==> src/hw/rtl/stepper_command_can_framer_assert.svh <==
// Assertion helpers for the stepper command framer.
// Both forms sample on aclk and are held off while aresetn is low.
`ifndef STEPPER_COMMAND_CAN_FRAMER_ASSERT_SVH
`define STEPPER_COMMAND_CAN_FRAMER_ASSERT_SVH
`ifndef SYNTH
`define SCF_ASSERT_IMPL(lbl, ante, cons, msg) \
    lbl: assert property (@(posedge aclk) disable iff (!aresetn) (ante) |-> (cons)) \
        else $error(msg);
`define SCF_ASSERT_NEXT(lbl, ante, cons, msg) \
    lbl: assert property (@(posedge aclk) disable iff (!aresetn) (ante) |=> (cons)) \
        else $error(msg);
`else
`define SCF_ASSERT_IMPL(lbl, ante, cons, msg)
`define SCF_ASSERT_NEXT(lbl, ante, cons, msg)
`endif
`endif

==> src/hw/rtl/scf_pkg.sv <==
`default_nettype none

package scf_pkg;

    // request kinds
    typedef enum logic [3:0] {
        REQ_ENABLE      = 4'd0,
        REQ_VELOCITY    = 4'd1,
        REQ_POSITION    = 4'd2,
        REQ_STOP        = 4'd3,
        REQ_SYNC        = 4'd4,
        REQ_RESETPOS    = 4'd5,
        REQ_CLEARSTALL  = 4'd6,
        REQ_PARAM       = 4'd7,
        REQ_SETORIGIN   = 4'd8,
        REQ_TRIGORIGIN  = 4'd9,
        REQ_ABORTORIGIN = 4'd10
    } req_t;

    typedef enum logic [1:0] {
        ST_OK        = 2'd0,
        ST_BAD_MOTOR = 2'd1,
        ST_BAD_PARAM = 2'd2
    } status_t;

    // configuration register indexes
    localparam logic [2:0] CFG_ADDR0  = 3'd0;
    localparam logic [2:0] CFG_ADDR1  = 3'd1;
    localparam logic [2:0] CFG_INV0   = 3'd2;
    localparam logic [2:0] CFG_INV1   = 3'd3;
    localparam logic [2:0] CFG_MAXRPM = 3'd4;
    localparam logic [2:0] CFG_BCAST  = 3'd5;

    // function bytes
    localparam logic [7:0] FN_ENABLE    = 8'hF3;
    localparam logic [7:0] FN_VELOCITY  = 8'hF6;
    localparam logic [7:0] FN_POSITION  = 8'hFD;
    localparam logic [7:0] FN_STOP      = 8'hFE;
    localparam logic [7:0] FN_SYNC      = 8'hFF;
    localparam logic [7:0] FN_RESETPOS  = 8'h0A;
    localparam logic [7:0] FN_CLRSTALL  = 8'h0E;
    localparam logic [7:0] FN_SETORIGIN = 8'h93;
    localparam logic [7:0] FN_TRIGORIG  = 8'h9A;
    localparam logic [7:0] FN_ABORTORIG = 8'h9C;

    // sub-command and check bytes
    localparam logic [7:0] CHECK_BYTE   = 8'h6B;
    localparam logic [7:0] SUB_ENABLE   = 8'hAB;
    localparam logic [7:0] SUB_STOP     = 8'h98;
    localparam logic [7:0] SUB_SYNC     = 8'h66;
    localparam logic [7:0] SUB_RESETPOS = 8'h6D;
    localparam logic [7:0] SUB_CLRSTALL = 8'h52;
    localparam logic [7:0] SUB_SETORIG  = 8'h88;
    localparam logic [7:0] SUB_ABORTORG = 8'h48;
    localparam logic [7:0] SUB_PARAM12  = 8'h6C;
    localparam logic [7:0] SUB_PARAM13  = 8'h7A;

    localparam logic [3:0] PARAM_SEL12  = 4'd12;
    localparam logic [3:0] PARAM_SEL13  = 4'd13;

    localparam int PAYLOAD_BYTES = 11;
    localparam int FRAME_BYTES   = 7;
    localparam int TARGET_SLOTS  = 2;
    localparam int QUEUE_DEPTH   = 2;
    localparam int QPTR_W        = $clog2(QUEUE_DEPTH);
    localparam int QCNT_W        = $clog2(QUEUE_DEPTH + 1);

    // one request as it arrives
    typedef struct packed {
        logic [3:0]  req_type;
        logic [1:0]  motor;
        logic [15:0] signed_rpm;
        logic [31:0] pulses;
        logic [15:0] move_rpm;
        logic [7:0]  accel;
        logic        enable_on;
        logic        absolute;
        logic        sync;
        logic        save_origin;
        logic [7:0]  origin_mode;
        logic [3:0]  param_sel;
    } in_item_t;

    // classified command handed from front to back
    typedef struct packed {
        logic [7:0]                        addr;
        logic [7:0]                        func;
        logic [PAYLOAD_BYTES-1:0][7:0]     payload;
        logic [3:0]                        nbytes;
        status_t                           status;
        logic [15:0]                       speed;
        logic [31:0]                       pulses;
    } job_t;

    // one outgoing frame
    typedef struct packed {
        logic [15:0] can_id;
        logic [3:0]  frame_len;
        logic [63:0] frame_data;
        status_t     status;
        logic        last;
        logic [15:0] target_speed;
        logic [31:0] target_pulses;
    } res_t;

    // function byte of a parameter read
    function automatic logic [7:0] param_func(input logic [3:0] sel);
        logic [7:0] f;
        case (sel)
            4'd0:    f = 8'h1F;
            4'd1:    f = 8'h20;
            4'd2:    f = 8'h21;
            4'd3:    f = 8'h24;
            4'd4:    f = 8'h27;
            4'd5:    f = 8'h31;
            4'd6:    f = 8'h33;
            4'd7:    f = 8'h35;
            4'd8:    f = 8'h36;
            4'd9:    f = 8'h37;
            4'd10:   f = 8'h3A;
            4'd11:   f = 8'h3B;
            4'd12:   f = 8'h42;
            4'd13:   f = 8'h43;
            default: f = 8'h00;
        endcase
        return f;
    endfunction

endpackage

`default_nettype wire

==> src/hw/rtl/scf_front.sv <==
`default_nettype none

module scf_front #(
    parameter int MOTOR_COUNT = 2
) (
    input  wire logic              aclk,
    input  wire logic              aresetn,
    input  wire logic              in_valid,
    output logic                   in_ready,
    input  wire scf_pkg::in_item_t in_item,
    input  wire logic              cfg_valid,
    input  wire logic [2:0]        cfg_index,
    input  wire logic [14:0]       cfg_data,
    output logic                   job_valid,
    input  wire logic              job_ready,
    output scf_pkg::job_t          job
);
    import scf_pkg::*;

    logic [7:0]  addr0_reg, addr1_reg, bcast_reg;
    logic        inv0_reg, inv1_reg;
    logic [14:0] maxrpm_reg;
    logic [15:0] speed_reg [TARGET_SLOTS];
    logic [31:0] pulse_reg [TARGET_SLOTS];

    logic        motor_ok, msel, inv, accept, wr_tgt, known;
    logic [7:0]  addr;
    logic [15:0] cur_spd, new_spd;
    logic [31:0] cur_pul, new_pul;
    logic        rpm_neg, pul_neg;
    logic [16:0] rpm_mag;
    logic [15:0] vel_speed, mv_speed;
    logic [31:0] pul_mag;

    assign in_ready  = job_ready;
    assign job_valid = in_valid;
    assign accept    = in_valid && job_ready;

    // motor selection
    assign motor_ok = (32'(in_item.motor) < MOTOR_COUNT) && !in_item.motor[1];
    assign msel     = in_item.motor[0];
    assign addr     = msel ? addr1_reg : addr0_reg;
    assign inv      = msel ? inv1_reg : inv0_reg;
    assign cur_spd  = speed_reg[msel];
    assign cur_pul  = pulse_reg[msel];
    assign known    = in_item.req_type <= REQ_ABORTORIGIN;

    // speed magnitudes and clamps
    assign rpm_neg   = in_item.signed_rpm[15];
    assign rpm_mag   = rpm_neg ? (17'h10000 - {1'b0, in_item.signed_rpm})
                               : {1'b0, in_item.signed_rpm};
    assign vel_speed = (rpm_mag > {2'b00, maxrpm_reg}) ? {1'b0, maxrpm_reg}
                                                       : rpm_mag[15:0];
    assign mv_speed  = (in_item.move_rpm > {1'b0, maxrpm_reg}) ? {1'b0, maxrpm_reg}
                                                               : in_item.move_rpm;
    assign pul_neg   = in_item.pulses[31];
    assign pul_mag   = pul_neg ? (32'd0 - in_item.pulses) : in_item.pulses;

    // build the command bytes
    always_comb begin
        job         = '0;
        job.addr    = addr;
        job.status  = ST_OK;
        new_spd     = cur_spd;
        new_pul     = cur_pul;
        wr_tgt      = 1'b0;
        case (req_t'(in_item.req_type))
            REQ_ENABLE: begin
                job.func       = FN_ENABLE;
                job.payload[0] = SUB_ENABLE;
                job.payload[1] = {7'd0, in_item.enable_on};
                job.payload[3] = CHECK_BYTE;
                job.nbytes     = 4'd4;
            end
            REQ_VELOCITY: begin
                job.func       = FN_VELOCITY;
                job.payload[0] = {7'd0, rpm_neg ^ inv};
                job.payload[1] = vel_speed[15:8];
                job.payload[2] = vel_speed[7:0];
                job.payload[3] = in_item.accel;
                job.payload[4] = {7'd0, in_item.sync};
                job.payload[5] = CHECK_BYTE;
                job.nbytes     = 4'd6;
                new_spd        = in_item.signed_rpm;
                new_pul        = '0;
                wr_tgt         = 1'b1;
            end
            REQ_POSITION: begin
                job.func        = FN_POSITION;
                job.payload[0]  = {7'd0, pul_neg ^ inv};
                job.payload[1]  = mv_speed[15:8];
                job.payload[2]  = mv_speed[7:0];
                job.payload[3]  = in_item.accel;
                job.payload[4]  = pul_mag[31:24];
                job.payload[5]  = pul_mag[23:16];
                job.payload[6]  = pul_mag[15:8];
                job.payload[7]  = pul_mag[7:0];
                job.payload[8]  = {7'd0, in_item.absolute};
                job.payload[9]  = {7'd0, in_item.sync};
                job.payload[10] = CHECK_BYTE;
                job.nbytes      = 4'd11;
                new_spd         = pul_neg ? (16'd0 - mv_speed) : mv_speed;
                new_pul         = in_item.pulses;
                wr_tgt          = 1'b1;
            end
            REQ_STOP: begin
                job.func       = FN_STOP;
                job.payload[0] = SUB_STOP;
                job.payload[1] = {7'd0, in_item.sync};
                job.payload[2] = CHECK_BYTE;
                job.nbytes     = 4'd3;
                new_spd        = '0;
                new_pul        = '0;
                wr_tgt         = 1'b1;
            end
            REQ_SYNC: begin
                job.addr       = bcast_reg;
                job.func       = FN_SYNC;
                job.payload[0] = SUB_SYNC;
                job.payload[1] = CHECK_BYTE;
                job.nbytes     = 4'd2;
            end
            REQ_RESETPOS: begin
                job.func       = FN_RESETPOS;
                job.payload[0] = SUB_RESETPOS;
                job.payload[1] = CHECK_BYTE;
                job.nbytes     = 4'd2;
                new_pul        = '0;
                wr_tgt         = 1'b1;
            end
            REQ_CLEARSTALL: begin
                job.func       = FN_CLRSTALL;
                job.payload[0] = SUB_CLRSTALL;
                job.payload[1] = CHECK_BYTE;
                job.nbytes     = 4'd2;
            end
            REQ_PARAM: begin
                job.func = param_func(in_item.param_sel);
                if (in_item.param_sel > PARAM_SEL13) begin
                    job.status = ST_BAD_PARAM;
                end else if (in_item.param_sel == PARAM_SEL12) begin
                    job.payload[0] = SUB_PARAM12;
                    job.payload[1] = CHECK_BYTE;
                    job.nbytes     = 4'd2;
                end else if (in_item.param_sel == PARAM_SEL13) begin
                    job.payload[0] = SUB_PARAM13;
                    job.payload[1] = CHECK_BYTE;
                    job.nbytes     = 4'd2;
                end else begin
                    job.payload[0] = CHECK_BYTE;
                    job.nbytes     = 4'd1;
                end
            end
            REQ_SETORIGIN: begin
                job.func       = FN_SETORIGIN;
                job.payload[0] = SUB_SETORIG;
                job.payload[1] = {7'd0, in_item.save_origin};
                job.payload[2] = CHECK_BYTE;
                job.nbytes     = 4'd3;
            end
            REQ_TRIGORIGIN: begin
                job.func       = FN_TRIGORIG;
                job.payload[0] = in_item.origin_mode;
                job.payload[1] = {7'd0, in_item.sync};
                job.payload[2] = CHECK_BYTE;
                job.nbytes     = 4'd3;
            end
            REQ_ABORTORIGIN: begin
                job.func       = FN_ABORTORIG;
                job.payload[0] = SUB_ABORTORG;
                job.payload[1] = CHECK_BYTE;
                job.nbytes     = 4'd2;
            end
            default: begin
                job.status = ST_BAD_PARAM;
            end
        endcase

        // bad motor overrides everything except unknown kinds and sync start
        if (known && (in_item.req_type != REQ_SYNC) && !motor_ok) begin
            job        = '0;
            job.status = ST_BAD_MOTOR;
            wr_tgt     = 1'b0;
        end
        if (!motor_ok) begin
            job.speed  = '0;
            job.pulses = '0;
        end else begin
            job.speed  = new_spd;
            job.pulses = new_pul;
        end
        if (job.status != ST_OK) begin
            job.addr    = '0;
            job.func    = '0;
            job.payload = '0;
            job.nbytes  = '0;
        end
    end

    // configuration registers; an address equal to broadcast is refused
    always_ff @(posedge aclk) begin
        if (!aresetn) begin
            addr0_reg  <= 8'd1;
            addr1_reg  <= 8'd2;
            inv0_reg   <= 1'b0;
            inv1_reg   <= 1'b0;
            maxrpm_reg <= 15'd3000;
            bcast_reg  <= 8'd0;
        end else if (cfg_valid) begin
            case (cfg_index)
                CFG_ADDR0:  if (cfg_data[7:0] != bcast_reg) addr0_reg <= cfg_data[7:0];
                CFG_ADDR1:  if (cfg_data[7:0] != bcast_reg) addr1_reg <= cfg_data[7:0];
                CFG_INV0:   inv0_reg   <= cfg_data[0];
                CFG_INV1:   inv1_reg   <= cfg_data[0];
                CFG_MAXRPM: maxrpm_reg <= cfg_data;
                CFG_BCAST:  bcast_reg  <= cfg_data[7:0];
                default: ;
            endcase
        end
    end

    // recorded targets per motor
    always_ff @(posedge aclk) begin
        if (!aresetn) begin
            for (int i = 0; i < TARGET_SLOTS; i++) begin
                speed_reg[i] <= '0;
                pulse_reg[i] <= '0;
            end
        end else if (accept && wr_tgt) begin
            speed_reg[msel] <= new_spd;
            pulse_reg[msel] <= new_pul;
        end
    end

endmodule

`default_nettype wire

==> src/hw/rtl/scf_queue.sv <==
`default_nettype none

module scf_queue (
    input  wire logic          aclk,
    input  wire logic          aresetn,
    input  wire logic          push_valid,
    output logic               push_ready,
    input  wire scf_pkg::job_t push_data,
    output logic               pop_valid,
    input  wire logic          pop_ready,
    output scf_pkg::job_t      pop_data
);
    import scf_pkg::*;

    job_t              slot_reg [QUEUE_DEPTH];
    logic [QPTR_W-1:0] wr_ptr_reg, wr_ptr_next, rd_ptr_reg, rd_ptr_next;
    logic [QCNT_W-1:0] count_reg, count_next;
    logic              push_fire, pop_fire;

    assign push_ready = count_reg != QCNT_W'(QUEUE_DEPTH);
    assign pop_valid  = count_reg != '0;
    assign pop_data   = slot_reg[rd_ptr_reg];
    assign push_fire  = push_valid && push_ready;
    assign pop_fire   = pop_valid && pop_ready;

    // pointer and fill bookkeeping
    always_comb begin
        wr_ptr_next = wr_ptr_reg;
        rd_ptr_next = rd_ptr_reg;
        count_next  = count_reg;
        if (push_fire) begin
            wr_ptr_next = (wr_ptr_reg == QPTR_W'(QUEUE_DEPTH - 1)) ? '0
                                                                  : wr_ptr_reg + 1'b1;
        end
        if (pop_fire) begin
            rd_ptr_next = (rd_ptr_reg == QPTR_W'(QUEUE_DEPTH - 1)) ? '0
                                                                  : rd_ptr_reg + 1'b1;
        end
        if (push_fire && !pop_fire) begin
            count_next = count_reg + 1'b1;
        end else if (pop_fire && !push_fire) begin
            count_next = count_reg - 1'b1;
        end
    end

    always_ff @(posedge aclk) begin
        if (!aresetn) begin
            wr_ptr_reg <= '0;
            rd_ptr_reg <= '0;
            count_reg  <= '0;
        end else begin
            wr_ptr_reg <= wr_ptr_next;
            rd_ptr_reg <= rd_ptr_next;
            count_reg  <= count_next;
        end
    end

    // entry storage
    always_ff @(posedge aclk) begin
        if (push_fire) begin
            slot_reg[wr_ptr_reg] <= push_data;
        end
    end

`include "stepper_command_can_framer_assert.svh"
    `SCF_ASSERT_NEXT(a_q_fill_up, push_fire && !pop_fire, count_reg == $past(count_reg) + 1'b1, "queue fill count did not rise on a lone push")

endmodule

`default_nettype wire

==> src/hw/rtl/scf_back.sv <==
`default_nettype none

module scf_back (
    input  wire logic          aclk,
    input  wire logic          aresetn,
    input  wire logic          job_valid,
    output logic               job_ready,
    input  wire scf_pkg::job_t job,
    output logic               m_valid,
    input  wire logic          m_ready,
    output scf_pkg::res_t      m_res
);
    import scf_pkg::*;

    res_t out_reg, out_next;
    job_t hold_reg, hold_next;
    logic out_valid_reg, out_valid_next;
    logic pend_reg, pend_next;
    logic load_ok;

    // first frame of a command, or the single error beat
    function automatic res_t first_frame(input job_t j);
        res_t r;
        r               = '0;
        r.status        = j.status;
        r.target_speed  = j.speed;
        r.target_pulses = j.pulses;
        if (j.status != ST_OK) begin
            r.last = 1'b1;
        end else begin
            r.can_id     = {j.addr, 8'h00};
            r.frame_len  = (j.nbytes > 4'(FRAME_BYTES)) ? 4'(FRAME_BYTES + 1)
                                                        : j.nbytes + 4'd1;
            r.frame_data = {j.payload[FRAME_BYTES-1:0], j.func};
            r.last       = j.nbytes <= 4'(FRAME_BYTES);
        end
        return r;
    endfunction

    // second frame carries the tail of the payload
    function automatic res_t second_frame(input job_t j);
        res_t r;
        r               = '0;
        r.status        = ST_OK;
        r.target_speed  = j.speed;
        r.target_pulses = j.pulses;
        r.can_id        = {j.addr, 8'h01};
        r.frame_len     = j.nbytes - 4'(FRAME_BYTES - 1);
        r.frame_data    = {24'd0, j.payload[PAYLOAD_BYTES-1:FRAME_BYTES], j.func};
        r.last          = 1'b1;
        return r;
    endfunction

    assign load_ok   = !out_valid_reg || m_ready;
    assign job_ready = load_ok && !pend_reg;
    assign m_valid   = out_valid_reg;
    assign m_res     = out_reg;

    // output register load
    always_comb begin
        out_next       = out_reg;
        hold_next      = hold_reg;
        out_valid_next = out_valid_reg && !m_ready;
        pend_next      = pend_reg;
        if (load_ok) begin
            if (pend_reg) begin
                out_next       = second_frame(hold_reg);
                out_valid_next = 1'b1;
                pend_next      = 1'b0;
            end else if (job_valid) begin
                out_next       = first_frame(job);
                hold_next      = job;
                out_valid_next = 1'b1;
                pend_next      = (job.status == ST_OK) && (job.nbytes > 4'(FRAME_BYTES));
            end
        end
    end

    always_ff @(posedge aclk) begin
        if (!aresetn) begin
            out_valid_reg <= 1'b0;
            pend_reg      <= 1'b0;
        end else begin
            out_valid_reg <= out_valid_next;
            pend_reg      <= pend_next;
        end
    end

    always_ff @(posedge aclk) begin
        out_reg  <= out_next;
        hold_reg <= hold_next;
    end

`include "stepper_command_can_framer_assert.svh"
    `SCF_ASSERT_IMPL(a_pend_first_shown, pend_reg, out_valid_reg && !out_reg.last, "second frame pending without a first frame on show")
    `SCF_ASSERT_IMPL(a_err_beat_empty, out_valid_reg && (out_reg.status != ST_OK), out_reg.last && (out_reg.frame_len == 4'd0), "error beat carries frame bytes")
    `SCF_ASSERT_NEXT(a_second_follows, pend_reg && m_ready, out_valid_reg && out_reg.last && (out_reg.can_id[7:0] == 8'h01), "second frame did not follow the first")

endmodule

`default_nettype wire

==> src/hw/rtl/stepper_command_can_framer.sv <==
// Stepper command CAN framer.
// Input stream s_*: one drive request per beat, request kind in s_tuser.
// Output stream m_*: one CAN frame per beat, status in m_tuser, m_tlast on the
// final frame of a request. Position moves give two frames, every other request
// one frame; a bad motor or parameter gives a single empty beat with status set.
// Config channel cfg_*: register index and data, always ready; write only while
// no request is in flight.
// An accepted request passes the queue, then the output register, before its frame
// shows. Throughput: one request per cycle for single-frame commands while m_tready
// stays high; a position move takes the single output register for both its frames.
// A two-entry queue parts the request decoder from the frame builder, so input
// is still taken while a frame waits on m_tready; when the receiver stalls the
// queue fills and s_tready drops, and the shown frame holds.
// Reset: configuration returns to defaults, recorded targets clear to zero, the
// queue and output register empty.
`default_nettype none

module stepper_command_can_framer #(
    parameter int MOTOR_COUNT = 2
) (
    input  wire logic         aclk,
    input  wire logic         aresetn,
    input  wire logic         s_tvalid,
    output logic              s_tready,
    // motor[1:0], signed_rpm[17:2], pulses[49:18], move_rpm[65:50], accel[73:66],
    // enable_on[74], absolute[75], sync[76], save_origin[77], origin_mode[85:78],
    // param_sel[89:86], zero fill above
    input  wire logic [95:0]  s_tdata,
    // req_type[3:0]
    input  wire logic [3:0]   s_tuser,
    output logic              m_tvalid,
    input  wire logic         m_tready,
    // can_id[15:0], frame_len[19:16], frame_data[83:20], target_speed[99:84],
    // target_pulses[131:100], zero fill above
    output logic [135:0]      m_tdata,
    // status[1:0]
    output logic [1:0]        m_tuser,
    output logic              m_tlast,
    input  wire logic         cfg_valid,
    output logic              cfg_ready,
    input  wire logic [2:0]   cfg_index,
    input  wire logic [14:0]  cfg_data
);
    import scf_pkg::*;

    in_item_t item;
    job_t     fr_job, q_job;
    res_t     res;
    logic     fr_valid, fr_ready, q_valid, q_ready;

    // unpack the request beat
    assign item.req_type    = s_tuser;
    assign item.motor       = s_tdata[1:0];
    assign item.signed_rpm  = s_tdata[17:2];
    assign item.pulses      = s_tdata[49:18];
    assign item.move_rpm    = s_tdata[65:50];
    assign item.accel       = s_tdata[73:66];
    assign item.enable_on   = s_tdata[74];
    assign item.absolute    = s_tdata[75];
    assign item.sync        = s_tdata[76];
    assign item.save_origin = s_tdata[77];
    assign item.origin_mode = s_tdata[85:78];
    assign item.param_sel   = s_tdata[89:86];

    assign cfg_ready = 1'b1;

    scf_front #(
        .MOTOR_COUNT (MOTOR_COUNT)
    ) u_front (
        .aclk      (aclk),
        .aresetn   (aresetn),
        .in_valid  (s_tvalid),
        .in_ready  (s_tready),
        .in_item   (item),
        .cfg_valid (cfg_valid),
        .cfg_index (cfg_index),
        .cfg_data  (cfg_data),
        .job_valid (fr_valid),
        .job_ready (fr_ready),
        .job       (fr_job)
    );

    scf_queue u_queue (
        .aclk       (aclk),
        .aresetn    (aresetn),
        .push_valid (fr_valid),
        .push_ready (fr_ready),
        .push_data  (fr_job),
        .pop_valid  (q_valid),
        .pop_ready  (q_ready),
        .pop_data   (q_job)
    );

    scf_back u_back (
        .aclk      (aclk),
        .aresetn   (aresetn),
        .job_valid (q_valid),
        .job_ready (q_ready),
        .job       (q_job),
        .m_valid   (m_tvalid),
        .m_ready   (m_tready),
        .m_res     (res)
    );

    // pack the frame beat
    assign m_tdata = {4'd0, res.target_pulses, res.target_speed, res.frame_data,
                      res.frame_len, res.can_id};
    assign m_tuser = res.status;
    assign m_tlast = res.last;

endmodule

`default_nettype wire

==> config.mk <==
export PLATFORM = sky130hd
export DESIGN_NAME = stepper_command_can_framer
export DESIGN_NICKNAME = d
export VERILOG_FILES = /design/src/hw/rtl/scf_pkg.sv /design/src/hw/rtl/scf_front.sv /design/src/hw/rtl/scf_queue.sv /design/src/hw/rtl/scf_back.sv /design/src/hw/rtl/stepper_command_can_framer.sv
export VERILOG_INCLUDE_DIRS = /design/src /design/src/hw/rtl
export SDC_FILE = /design/constraint.sdc
export NUM_CORES = 1
export LEC_CHECK = 0
export ABC_AREA = 0
export BUFFER_PORTS_ARGS = -buffer_cell sky130_fd_sc_hd__clkbuf_2
export CORE_MARGIN = 8
export CORE_UTILIZATION = 40
export DETAILED_ROUTE_END_ITERATION = 10
export HOLD_SLACK_MARGIN = 0.12
export PLACE_DENSITY = 0.58
export SETUP_SLACK_MARGIN = 0.1
export SYNTH_ARGS = -nofsm -noshare
export SYNTH_HDL_FRONTEND = slang
export SYNTH_HIERARCHICAL = 1
export SYNTH_SLANG_ARGS = --single-unit
==> constraint.sdc <==
create_clock -name aclk -period 9.3 [get_ports aclk]
set_clock_uncertainty 0.2 [all_clocks]
set_input_delay 1.395 -clock aclk [delete_from_list [all_inputs] [get_ports aclk]]
set_output_delay 1.395 -clock aclk [all_outputs]
set_load 0.01 [all_outputs]
==> flow_metrics.tcl <==
set metrics [dict create \
    die_h_um 295 \
    irDropWorstVdd_mv 0.266 \
    crit_top_cell "ha_1" \
    hold_buffers 0 \
    fin_crit_ns 6.16 \
    power_mw 9.85 \
    grt.overflow.total 0 \
    grt_max_degree 99 \
    dieWidth_um 295 \
    syn_area_mm2 0.0311 \
    wire_per_inst_um 23.1 \
    power_density_mw_per_mm2 276 \
    hold_violations 0 \
    syn_area_per_cell_um2 14.1 \
    stdcell_area_mm2 0.0357 \
    power_frac_comb 0.221 \
    synthTopCellsByArea "edfxtp_1 62%, mux2_4 4.9%, mux2_2 4.0%" \
    drc 1 \
    seqPwrFrac 0.471 \
    post-cts-setup-buffers 0 \
    viasPerCell 5.28 \
    hp-class "reg -> reg" \
    finalSetupViolations 0 \
    status "finished, violations left" \
    critical_path.top_delay_family "compound AO/OA/AOI/OAI gates" \
    pre_cts_slack_ns 2.59 \
    cp-end-kind "register" \
    grt_usage 0.184 \
    switching_share 0.284 \
    relSlewSlack 0.283 \
    startpoint_type "input pin" \
    p_clk_frac 0.308 \
    grt_pass1_wl_um 121000 \
    largest_register_ffs 316 \
    synth_enable_flop_cells 640 \
    synth_top_cell_by_area "edfxtp_1" \
    max-clock-path-buffers 3 \
    slowest_stage "a2111oi_0" \
    p_int_mw 7.05 \
    detailed_place_hpwl_um 55300 \
    worstPathRequired_ns 9.40 \
    die-area_mm2 0.0870 \
    clock_latency_ns 0.61 \
    htreeDepth 3 \
    tightest_slew_ns 1.07 \
    cts-root-buf "clkbuf_16" \
    period_share 0.662 \
    max_freq_mhz 162 \
    fin_ws_ns 3.14 \
    async_reset_ff_frac 0 \
    synth-seq-cells 688 \
    crit_buf_inv 2 \
    rsz0062_at_grt "no" \
    drive_gt1_frac 0.255 \
    dr.pass1.iters 8 \
    cts_resized 0 \
    fillers 6831 \
    syn2layout_area_growth_pct 14.6 \
    leakage_nw 13.2 \
    final_antenna_net_count 0 \
    final_max_slew_viol_count 0 \
    grt_pass1_vias 19019 \
    drt_iter0_markers 1465 \
    num_io_pins 265 \
    cts_made_buffers 77 \
    synth_sequential_area_ratio 0.649 \
    slowest_delay_ns 0.85 \
    p_switching_mw 2.80 \
    io_buffers 246 \
    start_util 0.403 \
    wirelength_um 81700 \
    timing.reg2reg.setup_slack_ns 3.45 \
    netlist_instances 2210 \
    cap_violations 0 \
    ys.warnings.count 6 \
    antenna_found_initial 11 \
    via_count 18687 \
    violations "DRC" \
    row_count 102 \
    critical_path_class "in -> reg" \
    holdWs_ns 0.276 \
    cts_sinks 688 \
    core-area_mm2 0.0772 \
    clk_pin_slew_ns 0.05 \
    critPathMaxFanout 38 \
    synth_top_cell_area_share 0.618 \
    place_congestion 0.859 \
    cts_tree "built" \
    synth.most_common_cell "edfxtp_1" \
    nNetsFinal 2592 \
    arrival_ns 6.26 \
    yosys-top-cells-count "640 x edfxtp_1, 260 x nor2_1, 110 x mux2_2" \
    postPlaceCellArea_mm2 0.0331 \
    crit_chain "clkbuf_2, ha_1, a21oi_1, nor2_1, a2111oi_0, a31oi_4, buf_4, mux2i_1, ha_1, nor3b_1, nand2_1, o31ai_1, xor2_1, o21ai_0, a221oi_1, a211oi_1" \
    tns_ns 0 \
    yosysUniqueCellTypes 75 \
    synth_ff_type "edfxtp_1" \
]
==> layer usage <==
metal | GRT usage | share of wire | routed length [um] | vias up
li1 | - | - | - | 8653
met1 | 0.244 | 0.44 | 35800 | 9348
met2 | 0.304 | 0.48 | 39400 | 567
met3 | 0.0348 | 0.058 | 4780 | 117
met4 | 0.0555 | 0.022 | 1760 | 2
met5 | 0 | 0.00016 | 13 | -
==> cell families after synthesis <==
logic type               after synthesis  synth area share
AO/OA/AOI/OAI                        346            0.0757
XOR/XNOR                              80            0.0225
adder cells (fa/ha/maj)               39            0.0157
buffers and inverters                195            0.0343
flip-flops                           688             0.649
multiplexers                         300             0.117
other                                  4          0.000482
AND/OR/NAND/NOR                      558            0.0856
==> metrics by stage <==
step                      instances  utilization
after global routing           3536        0.462
final                          3540        0.462
after detailed placement       3391        0.429
after CTS                      3530        0.462
after global placement         3391        0.429
after floorplan                2236            -
==> cells in the final DEF, fill, tap and decap left out, drive strengths merged, types with 48 or more instances in the layout <==
master | netlist | final
a21oi | 85 | 85
a22o | 51 | 51
clkbuf | 78 | 339
dfxtp | 48 | 48
edfxtp | 640 | 640
mux2 | 211 | 211
mux2i | 89 | 89
nand2 | 109 | 109
nor2 | 260 | 260
o21ai | 62 | 62
xnor2 | 50 | 50
==> worst paths after layout <==
kind / start / to / cells after the start
setup / recovery: s_tdata[61] / u_queue/slot_reg[1][46] / 16
setup reg to reg: u_front/maxrpm_reg[13] / u_queue/slot_reg[1][46] / 15
hold / removal: u_front/addr0_reg[0] / u_front/addr0_reg[0] / 2
hold reg to reg: u_front/addr0_reg[0] / u_front/addr0_reg[0] / 2
==> power groups by stage <==
stage | sequential [mW] | combinational (mW) | clock [mW]
finish | 4.64 | 2.18 | 3.03
global route | 4.71 | 2.36 | 3.24
CTS | 4.65 | 2.24 | 3.11
detailed placement | 4.71 | 2.23 | 0
global placement | 4.69 | 2.20 | 0
floorplan | 4.81 | 1.39 | 0
==> cell type report <==
type / instances / area (um^2) / share of cell area
well taps: 1040 / 1300 / 0.0365
flip-flops and latches: 688 / 20200 / 0.566
repair buffers: 275 / 1460 / 0.0411
clock buffers: 94 / 2050 / 0.0576
multi-input cells: 1353 / 10000 / 0.281
diodes: 10 / 25.0 / 0.000702
inverters: 35 / 136 / 0.00382
clock inverters: 45 / 479 / 0.0134
==> worst register-to-register path, stage by stage, from the launching register on <==
cell and delay [ns]:
dfxtp_1 0.51, inv_1 0.18, ha_1 0.33, a21o_1 0.15, a2111oi_0 0.87, a31oi_4 0.14, buf_4 0.32, mux2i_1 0.44
ha_1 0.29, nor3b_1 0.50, nand2_1 0.21, o31ai_1 0.32, xor2_1 0.19, o21ai_0 0.10, a221oi_1 0.63, a211oi_1 0.16
Note: power is estimated with default switching activity, not from simulation.
